**config.mk**
```make
export PLATFORM = sky130hd
export DESIGN_NAME = max_heap_priority_queue
export DESIGN_NICKNAME = d
export VERILOG_FILES = /design/src/mhpq_pkg.sv /design/src/mhpq_ram.sv /design/src/max_heap_priority_queue.sv
export SDC_FILE = /design/constraint.sdc
export NUM_CORES = 2
export LEC_CHECK = 0
export ABC_AREA = 1
export BUFFER_PORTS_ARGS = -buffer_cell sky130_fd_sc_hd__buf_2
export CAP_MARGIN = 20
export CORE_UTILIZATION = 25
export CTS_BUF_LIST = sky130_fd_sc_hd__clkbuf_4
export DETAILED_ROUTE_END_ITERATION = 10
export PLACE_DENSITY_LB_ADDON = 0.1
export SYNTH_ARGS = -nofsm -noshare
export SYNTH_HDL_FRONTEND = slang
export SYNTH_SLANG_ARGS = --single-unit
```
**constraint.sdc**
```tcl
create_clock -name clock -period 5.7 [get_ports clock]
set_input_delay 0 -clock clock [delete_from_list [all_inputs] [get_ports clock]]
set_output_delay 0 -clock clock [all_outputs]
set_load 0.01 [all_outputs]
```
**src/mhpq_pkg.sv**
```systemverilog
// Shared constants and codes for the max-heap priority queue.
package mhpq_pkg;

   localparam int DEPTH      = 64;
   localparam int DATA_WIDTH = 32;
   localparam int ADDR_W     = $clog2(DEPTH);
   localparam int IDX_W      = $clog2(DEPTH + 1);
   localparam int CAP_W      = 7;
   localparam int STATUS_W   = 2;
   localparam int CMP_W      = (IDX_W > CAP_W) ? IDX_W : CAP_W;

   localparam logic [CAP_W-1:0] CAP_RESET = CAP_W'(64);

   localparam logic FUNC_INSERT = 1'b0;
   localparam logic FUNC_REMOVE = 1'b1;

   localparam logic [STATUS_W-1:0] STATUS_OK    = 2'd0;
   localparam logic [STATUS_W-1:0] STATUS_FULL  = 2'd1;
   localparam logic [STATUS_W-1:0] STATUS_EMPTY = 2'd2;

   typedef logic signed [DATA_WIDTH-1:0] data_type;

endpackage

```
**src/mhpq_ram.sv**
```systemverilog
// Generic single-write, single-read RAM with registered read data.
module mhpq_ram #(
   parameter int WIDTH = 32,
   parameter int DEPTH = 64
) (
   input  logic                     clock,
   input  logic                     wr_en,
   input  logic [$clog2(DEPTH)-1:0] wr_addr,
   input  logic [WIDTH-1:0]         wr_data,
   input  logic [$clog2(DEPTH)-1:0] rd_addr,
   output logic [WIDTH-1:0]         rd_data
);

   logic [WIDTH-1:0] mem_ff [DEPTH];
   logic [WIDTH-1:0] rd_data_ff;

   always_ff @(posedge clock) begin
      if (wr_en) begin
         mem_ff[wr_addr] <= wr_data;
      end
      rd_data_ff <= mem_ff[rd_addr];
   end

   assign rd_data = rd_data_ff;

endmodule

```
**src/max_heap_priority_queue.sv**
```systemverilog
// Top level of the binary max-heap priority queue with its sequencer.
//
// Usage:
//   Command channel: drive req_func (0 insert, 1 remove max) and req_value with
//   start high; the beat is taken on an edge where busy is low.
//   Result channel: rsp_valid is high for exactly one cycle with
//   rsp_result_value, rsp_status (0 ok, 1 full, 2 empty) and rsp_fill_count.
//   The receiver cannot stall; each result must be taken when shown.
//   Config: csr_wr_en with csr_wr_data writes capacity (values above the
//   heap depth saturate to the depth); write only while idle.
// Sequence:
//   From the accepting edge busy is high until the result strobe, except for
//   a full insert or an empty remove (busy stays low). Insert: a parent read
//   and compare per level climbed, ending at the root or on a compare. Remove:
//   read root, then tail, then per level descended the left and right child
//   (left only if lone). The heap RAM's single registered read port sets these steps.
// Reset:
//   Synchronous, active high: the heap is emptied and capacity returns to 64.
//   The RAM needs no clearing pass.
module max_heap_priority_queue (
   input  logic                                   clock,
   input  logic                                   reset,
   input  logic                                   start,
   output logic                                   busy,
   input  logic                                   req_func,
   input  logic signed [mhpq_pkg::DATA_WIDTH-1:0] req_value,
   output logic                                   rsp_valid,
   output logic signed [mhpq_pkg::DATA_WIDTH-1:0] rsp_result_value,
   output logic [mhpq_pkg::STATUS_W-1:0]          rsp_status,
   output logic [mhpq_pkg::CAP_W-1:0]             rsp_fill_count,
   input  logic                                   csr_wr_en,
   input  logic [mhpq_pkg::CAP_W-1:0]             csr_wr_data
);

   localparam int IDX_W  = mhpq_pkg::IDX_W;
   localparam int ADDR_W = mhpq_pkg::ADDR_W;
   localparam int CMP_W  = mhpq_pkg::CMP_W;

   localparam logic [2:0] ST_IDLE    = 3'd0;
   localparam logic [2:0] ST_UP_CHK  = 3'd1;
   localparam logic [2:0] ST_UP_CMP  = 3'd2;
   localparam logic [2:0] ST_RM_ROOT = 3'd3;
   localparam logic [2:0] ST_RM_LAST = 3'd4;
   localparam logic [2:0] ST_DN_CHK  = 3'd5;
   localparam logic [2:0] ST_DN_LEFT = 3'd6;
   localparam logic [2:0] ST_DN_RGT  = 3'd7;

   logic [2:0]                  state_ff, state_in;
   logic [mhpq_pkg::CAP_W-1:0]  cap_ff;
   logic [IDX_W-1:0]            count_ff, count_in;
   logic [IDX_W-1:0]            pos_ff, pos_in;
   mhpq_pkg::data_type          cur_ff, cur_in;
   mhpq_pkg::data_type          left_ff, left_in;
   mhpq_pkg::data_type          result_ff, result_in;
   logic                        rsp_valid_ff, rsp_valid_in;
   mhpq_pkg::data_type          rsp_value_ff, rsp_value_in;
   logic [mhpq_pkg::STATUS_W-1:0] rsp_status_ff, rsp_status_in;
   logic [mhpq_pkg::CAP_W-1:0]  rsp_fill_ff, rsp_fill_in;

   logic                        wr_en;
   logic [ADDR_W-1:0]           wr_addr;
   mhpq_pkg::data_type          wr_data;
   logic [ADDR_W-1:0]           rd_addr;
   logic [mhpq_pkg::DATA_WIDTH-1:0] rd_raw;
   mhpq_pkg::data_type          rd_data;

   logic [CMP_W-1:0]            cap_wide, depth_wide, cap_sat, count_wide;
   logic                        has_room;
   logic [IDX_W:0]              lft_idx, n_wide;
   logic [IDX_W-1:0]            parent_idx;
   logic [ADDR_W-1:0]           pos_addr, parent_addr, lft_addr, rgt_addr;
   logic                        rgt_gt_lft, rgt_gt_cur, lft_gt_cur, cur_gt_rd;

   mhpq_ram #(
      .WIDTH (mhpq_pkg::DATA_WIDTH),
      .DEPTH (mhpq_pkg::DEPTH)
   ) u_heap_ram (
      .clock   (clock),
      .wr_en   (wr_en),
      .wr_addr (wr_addr),
      .wr_data (wr_data),
      .rd_addr (rd_addr),
      .rd_data (rd_raw)
   );

   assign rd_data = $signed(rd_raw);

   assign cap_wide   = CMP_W'(cap_ff);
   assign depth_wide = CMP_W'(mhpq_pkg::DEPTH);
   assign cap_sat    = (cap_wide > depth_wide) ? depth_wide : cap_wide;
   assign count_wide = CMP_W'(count_ff);
   assign has_room   = count_wide < cap_sat;

   assign lft_idx     = {pos_ff, 1'b0};
   assign n_wide      = {1'b0, count_ff};
   assign parent_idx  = pos_ff >> 1;
   assign pos_addr    = ADDR_W'(pos_ff - IDX_W'(1));
   assign parent_addr = ADDR_W'(parent_idx - IDX_W'(1));
   assign lft_addr    = ADDR_W'(lft_idx - (IDX_W+1)'(1));
   assign rgt_addr    = lft_idx[ADDR_W-1:0];

   assign cur_gt_rd  = cur_ff > rd_data;
   assign rgt_gt_lft = rd_data > left_ff;
   assign rgt_gt_cur = rd_data > cur_ff;
   assign lft_gt_cur = left_ff > cur_ff;

   always_comb begin
      state_in      = state_ff;
      count_in      = count_ff;
      pos_in        = pos_ff;
      cur_in        = cur_ff;
      left_in       = left_ff;
      result_in     = result_ff;
      rsp_valid_in  = 1'b0;
      rsp_value_in  = rsp_value_ff;
      rsp_status_in = rsp_status_ff;
      rsp_fill_in   = rsp_fill_ff;
      wr_en         = 1'b0;
      wr_addr       = pos_addr;
      wr_data       = cur_ff;
      rd_addr       = pos_addr;

      case (state_ff)
         ST_IDLE: begin
            if (start) begin
               result_in = '0;
               if (req_func == mhpq_pkg::FUNC_INSERT) begin
                  if (has_room) begin
                     count_in = count_ff + IDX_W'(1);
                     pos_in   = count_ff + IDX_W'(1);
                     cur_in   = req_value;
                     state_in = ST_UP_CHK;
                  end else begin
                     rsp_valid_in  = 1'b1;
                     rsp_value_in  = '0;
                     rsp_status_in = mhpq_pkg::STATUS_FULL;
                     rsp_fill_in   = mhpq_pkg::CAP_W'(count_ff);
                  end
               end else begin
                  if (count_ff == '0) begin
                     rsp_valid_in  = 1'b1;
                     rsp_value_in  = '0;
                     rsp_status_in = mhpq_pkg::STATUS_EMPTY;
                     rsp_fill_in   = mhpq_pkg::CAP_W'(count_ff);
                  end else begin
                     rd_addr  = '0;
                     state_in = ST_RM_ROOT;
                  end
               end
            end
         end
         ST_UP_CHK: begin
            if (pos_ff == IDX_W'(1)) begin
               wr_en    = 1'b1;
               state_in = ST_IDLE;
            end else begin
               rd_addr  = parent_addr;
               state_in = ST_UP_CMP;
            end
         end
         ST_UP_CMP: begin
            wr_en = 1'b1;
            if (cur_gt_rd) begin
               wr_data  = rd_data;
               pos_in   = parent_idx;
               state_in = ST_UP_CHK;
            end else begin
               state_in = ST_IDLE;
            end
         end
         ST_RM_ROOT: begin
            result_in = rd_data;
            rd_addr   = ADDR_W'(count_ff - IDX_W'(1));
            state_in  = ST_RM_LAST;
         end
         ST_RM_LAST: begin
            cur_in   = rd_data;
            count_in = count_ff - IDX_W'(1);
            pos_in   = IDX_W'(1);
            state_in = ST_DN_CHK;
         end
         ST_DN_CHK: begin
            if (lft_idx > n_wide) begin
               wr_en    = 1'b1;
               state_in = ST_IDLE;
            end else begin
               rd_addr  = lft_addr;
               state_in = ST_DN_LEFT;
            end
         end
         ST_DN_LEFT: begin
            left_in = rd_data;
            if (lft_idx < n_wide) begin
               rd_addr  = rgt_addr;
               state_in = ST_DN_RGT;
            end else begin
               wr_en = 1'b1;
               if (rd_data > cur_ff) begin
                  wr_data  = rd_data;
                  pos_in   = IDX_W'(lft_idx);
                  state_in = ST_DN_CHK;
               end else begin
                  state_in = ST_IDLE;
               end
            end
         end
         ST_DN_RGT: begin
            wr_en = 1'b1;
            if (rgt_gt_lft) begin
               if (rgt_gt_cur) begin
                  wr_data  = rd_data;
                  pos_in   = IDX_W'(lft_idx + (IDX_W+1)'(1));
                  state_in = ST_DN_CHK;
               end else begin
                  state_in = ST_IDLE;
               end
            end else begin
               if (lft_gt_cur) begin
                  wr_data  = left_ff;
                  pos_in   = IDX_W'(lft_idx);
                  state_in = ST_DN_CHK;
               end else begin
                  state_in = ST_IDLE;
               end
            end
         end
         default: begin
            state_in = ST_IDLE;
         end
      endcase

      // completion of a multi-cycle operation
      if (state_ff != ST_IDLE && state_in == ST_IDLE) begin
         rsp_valid_in  = 1'b1;
         rsp_value_in  = result_ff;
         rsp_status_in = mhpq_pkg::STATUS_OK;
         rsp_fill_in   = mhpq_pkg::CAP_W'(count_ff);
      end
   end

   always_ff @(posedge clock) begin
      if (reset) begin
         state_ff     <= ST_IDLE;
         count_ff     <= '0;
         cap_ff       <= mhpq_pkg::CAP_RESET;
         rsp_valid_ff <= 1'b0;
      end else begin
         state_ff     <= state_in;
         count_ff     <= count_in;
         rsp_valid_ff <= rsp_valid_in;
         if (csr_wr_en) begin
            cap_ff <= csr_wr_data;
         end
      end
   end

   always_ff @(posedge clock) begin
      pos_ff        <= pos_in;
      cur_ff        <= cur_in;
      left_ff       <= left_in;
      result_ff     <= result_in;
      rsp_value_ff  <= rsp_value_in;
      rsp_status_ff <= rsp_status_in;
      rsp_fill_ff   <= rsp_fill_in;
   end

   assign busy             = state_ff != ST_IDLE;
   assign rsp_valid        = rsp_valid_ff;
   assign rsp_result_value = rsp_value_ff;
   assign rsp_status       = rsp_status_ff;
   assign rsp_fill_count   = rsp_fill_ff;

endmodule

```
==> flow_metrics.tcl <==
set metrics [dict create \
    synth_area_per_cell_um2 10.3 \
    arrival_ns 6.57 \
    finalHoldViolCount 0 \
    routed_via_density 4.65 \
    critPathBufInv 3 \
    fillers 42700 \
    cts_buffers 652 \
    rsz0062_at_grt "false" \
    initial_core_util 0.251 \
    hold_class "in -> reg" \
    use_met2 0.315 \
    ys_types 49 \
    antenna_left 0 \
    rows 235 \
    min_period_ns 5.11 \
    power.total_mw 75.1 \
    slowest_stage "dfxtp_1" \
    vias 76600 \
    grt_pass1_vias 75700 \
    finClkSkew_ns 0.121 \
    relSlewSlack 0.291 \
    wl_per_cell_um 24.4 \
    crit_type "reg -> reg" \
    cts_setup_buffers 0 \
    ir_worst_vdd_v 0.000564 \
    status "finished, final reports clean" \
    synth-edff-count 2190 \
    finalSetupViolCount 0 \
    grt_busiest_layer "met2" \
    root_buffer "clkbuf_4" \
    fp.coreArea_um2 410000 \
    crit_fanout 112 \
    critPathRequiredTime_ns 7.17 \
    cp-end-kind "register" \
    netlist_instances 9980 \
    final_cells 16500 \
    io_pins 87 \
    ys_ff_latch 2242 \
    cts.path.max_buffers 4 \
    route.detailed.drc 0 \
    nets 10700 \
    worst_setup_path_start_kind "register" \
    grt_max_degree 158 \
    max_freq_ghz 0.196 \
    cts.clk_slew.worst_paths_ns 0.06 \
    ys_seq_area_frac 0.650 \
    p_leak_nw 48.9 \
    die_height_um 643 \
    utilization 0.296 \
    syn_to_final_growth_pct 17.9 \
    clk_latency_ns 1.61 \
    clkSinkCount 2242 \
    whs_ns 0.379 \
    use_met3 0.0266 \
    wl_um 402000 \
    portBuffers 86 \
    setup_ws_ns 0.594 \
    synth_fp_nets 10100 \
    grt_overflow_total 0 \
    drt_pre_antenna_iters 5 \
    pre_cts_ws_ns 0.442 \
    first_iter_violations 5655 \
    die_w_um 643 \
    finalMaxSlewViolations 0 \
    period_share 0.896 \
    htree_levels 6 \
    antenna_found_initial 17 \
    cp_common_cell "nand3_1" \
    grt_pass1_wl_um 569000 \
    async_reset_ff_frac 0 \
    cpPeakStageDelay_ns 0.52 \
    cts_tree "yes" \
    power.density_nw_per_um2 619 \
    synth_flop_cell "edfxtp_1" \
    grtUsageMet1 0.250 \
    grtUsageTotal 0.189 \
    ys_warn_count 0 \
    netlist_area_um2 103000 \
    worst_pin_slew_ns 1.05 \
    cp_cell_sequence "clkinv_1, ha_1, nand4_1, nand3_1, nand2_1, nand2_1, nand2_8, nand3_4, buf_12, buf_12, o21ai_0, nand2_1, nand3_1, nand3_1, nand3_1, nand3_1, nand2_1" \
    hpwl_um 220000 \
    dp.cells 15200 \
    drv_cap 0 \
    gp_congestion 0.817 \
    drive_above_1_share 0.137 \
    critical-path-top-delay-family "simple AND/OR/NAND/NOR gates" \
    die_area_um2 414000 \
]
-- worst register-to-register path: stages, from the launching register on --
cell      delay (ns)
dfxtp_1         0.52
clkinv_1        0.33
ha_1            0.35
nand4_1         0.17
nand3_1         0.09
nand2_1         0.11
nand2_1         0.28
nand2_8         0.42
nand3_4         0.32
buf_12          0.26
buf_12          0.23
o21ai_0         0.50
nand2_1         0.08
nand3_1         0.09
nand3_1         0.15
nand3_1         0.24
nand3_1         0.51
nand2_1         0.41
-- state kept, by name, summed over array words and instances, names as in the netlist --
register / flops
cap_ff: 7
count_ff: 7
cur_ff: 32
left_ff: 32
pos_ff: 7
result_ff: 32
rsp_fill_count: 7
rsp_result_value: 32
rsp_status: 2
rsp_valid: 1
state_ff: 3
u_heap_ram.mem_ff: 2048
u_heap_ram.rd_data: 32
-- per-layer routing --
layer | wire length, um | vias up | share of wire
met1 | 181000 | 38100 | 0.45
met4 | 13100 | 2 | 0.033
met2 | 190000 | 2100 | 0.47
met5 | 13 | - | 0.000032
met3 | 17900 | 646 | 0.044
li1 | - | 35700 | -
-- cell usage in the layout, fill, tap and decap left out, types with 4 or more instances in the layout --
master         Yosys  layout
edfxtp_1        2190    2190
inv_1           1939    1937
nand3_1         1725    1722
nand2_1         1682    1680
clkbuf_4           0     927
nand4_1          757     757
o21ai_0          241     241
buf_4             18     222
o211ai_1         153     153
nor2_1           210     145
dlygate4sd3_1      0     141
clkinv_1           2     123
buf_12             0     116
ha_1             114     114
o21ai_1          109     109
buf_2            266      86
nor2_4             1      67
a21oi_1           61      61
dfxtp_1           52      52
inv_2              8      22
nor3_1            16      16
diode_2            0      15
clkinvlp_4         0      13
xor2_1            12      12
bufinv_16          0      12
clkinv_2           0      11
clkinv_4           0       7
o21a_1             5       5
inv_6              0       5
a21o_1             4       4
o221ai_1           4       4
-- power breakdown --
part           internal (mW)  switching, mW  total (mW)
registers               20.6          0.535        21.2
clock network           7.97           7.36        15.3
logic                   9.57           29.0        38.6
-- cell type report --
cell class	instances	area [um^2]	share of cell area
Tap cell	5451	6820	0.0563
Clock buffer	927	6960	0.0574
Inverter	1949	7320	0.0604
Sequential cell	2242	66800	0.551
Timing Repair Buffer	567	5870	0.0484
Antenna cell	15	37.5	0.000310
Clock inverter	181	1110	0.00916
Multi-Input combinational cell	5134	26300	0.217
-- stage by stage --
step	setup TNS, ns	area (um^2)
finish	0	121000
CTS	0	121000
floorplan	-2.94	103000
detailed placement	0	112000
global route	0	121000
global placement	0	112000
-- worst paths after layout --
| path | start | to | slack (ns) | cells past startpoint |
|---|---|---|---|---|
| max reg2reg | count_ff[0] | u_heap_ram.rd_data[20] | 0.59 | 17 |
| min | csr_wr_en | cap_ff[6] | 0.38 | 6 |
| max | count_ff[0] | u_heap_ram.rd_data[20] | 0.59 | 17 |
| min reg2reg | rsp_status[1] | rsp_status[1] | 0.47 | 2 |
-- cell families (layout without fill, tap and decap cells) --
group / count (synthesis) / count (layout) / synth area share
compound gates: 593 / 593 / 0.0334
xor+xnor: 14 / 14 / 0.00119
fa+ha+maj: 114 / 114 / 0.0139
buf+inv: 2604 / 3624 / 0.100
flops: 2242 / 2242 / 0.650
other cells: 0 / 15 / 0
simple gates: 4413 / 4413 / 0.202
-- synth_stat cells, types with 2 or more instances --
library cell  count  share of area
edfxtp_1       2190           0.64
inv_1          1939          0.071
nand3_1        1725          0.084
nand2_1        1682          0.061
nand4_1         757          0.046
clkbuf_1        281          0.010
buf_2           266          0.013
o21ai_0         241          0.012
nor2_1          210         0.0077
o211ai_1        153          0.011
ha_1            114          0.014
o21ai_1         109         0.0053
buf_1            75         0.0027
a21oi_1          61         0.0030
dfxtp_1          52          0.010
buf_4            18         0.0013
nor3_1           16        0.00078
buf_6            15         0.0016
xor2_1           12         0.0010
inv_2             8        0.00029
o21a_1            5        0.00037
a21o_1            4        0.00029
nor4_1            4        0.00024
o221ai_1          4        0.00034
a21oi_2           3        0.00026
nor2_2            3        0.00018
or2_2             3        0.00018
a22oi_1           2        0.00015
and2_1            2        0.00012
clkinv_1          2       0.000073
nand2_2           2        0.00012
o22ai_1           2        0.00012
o31ai_1           2        0.00015
or2_1             2        0.00012
xnor2_1           2        0.00017
-- timing repair --
action | 4_1_cts | 5_1_grt
endpoints found under the setup margin | 0 | 0
hold buffers | 141 | 0
resized for setup | 0 | 0
hold endpoints to repair | 223 | 0
(Power assumes the default switching activity.)
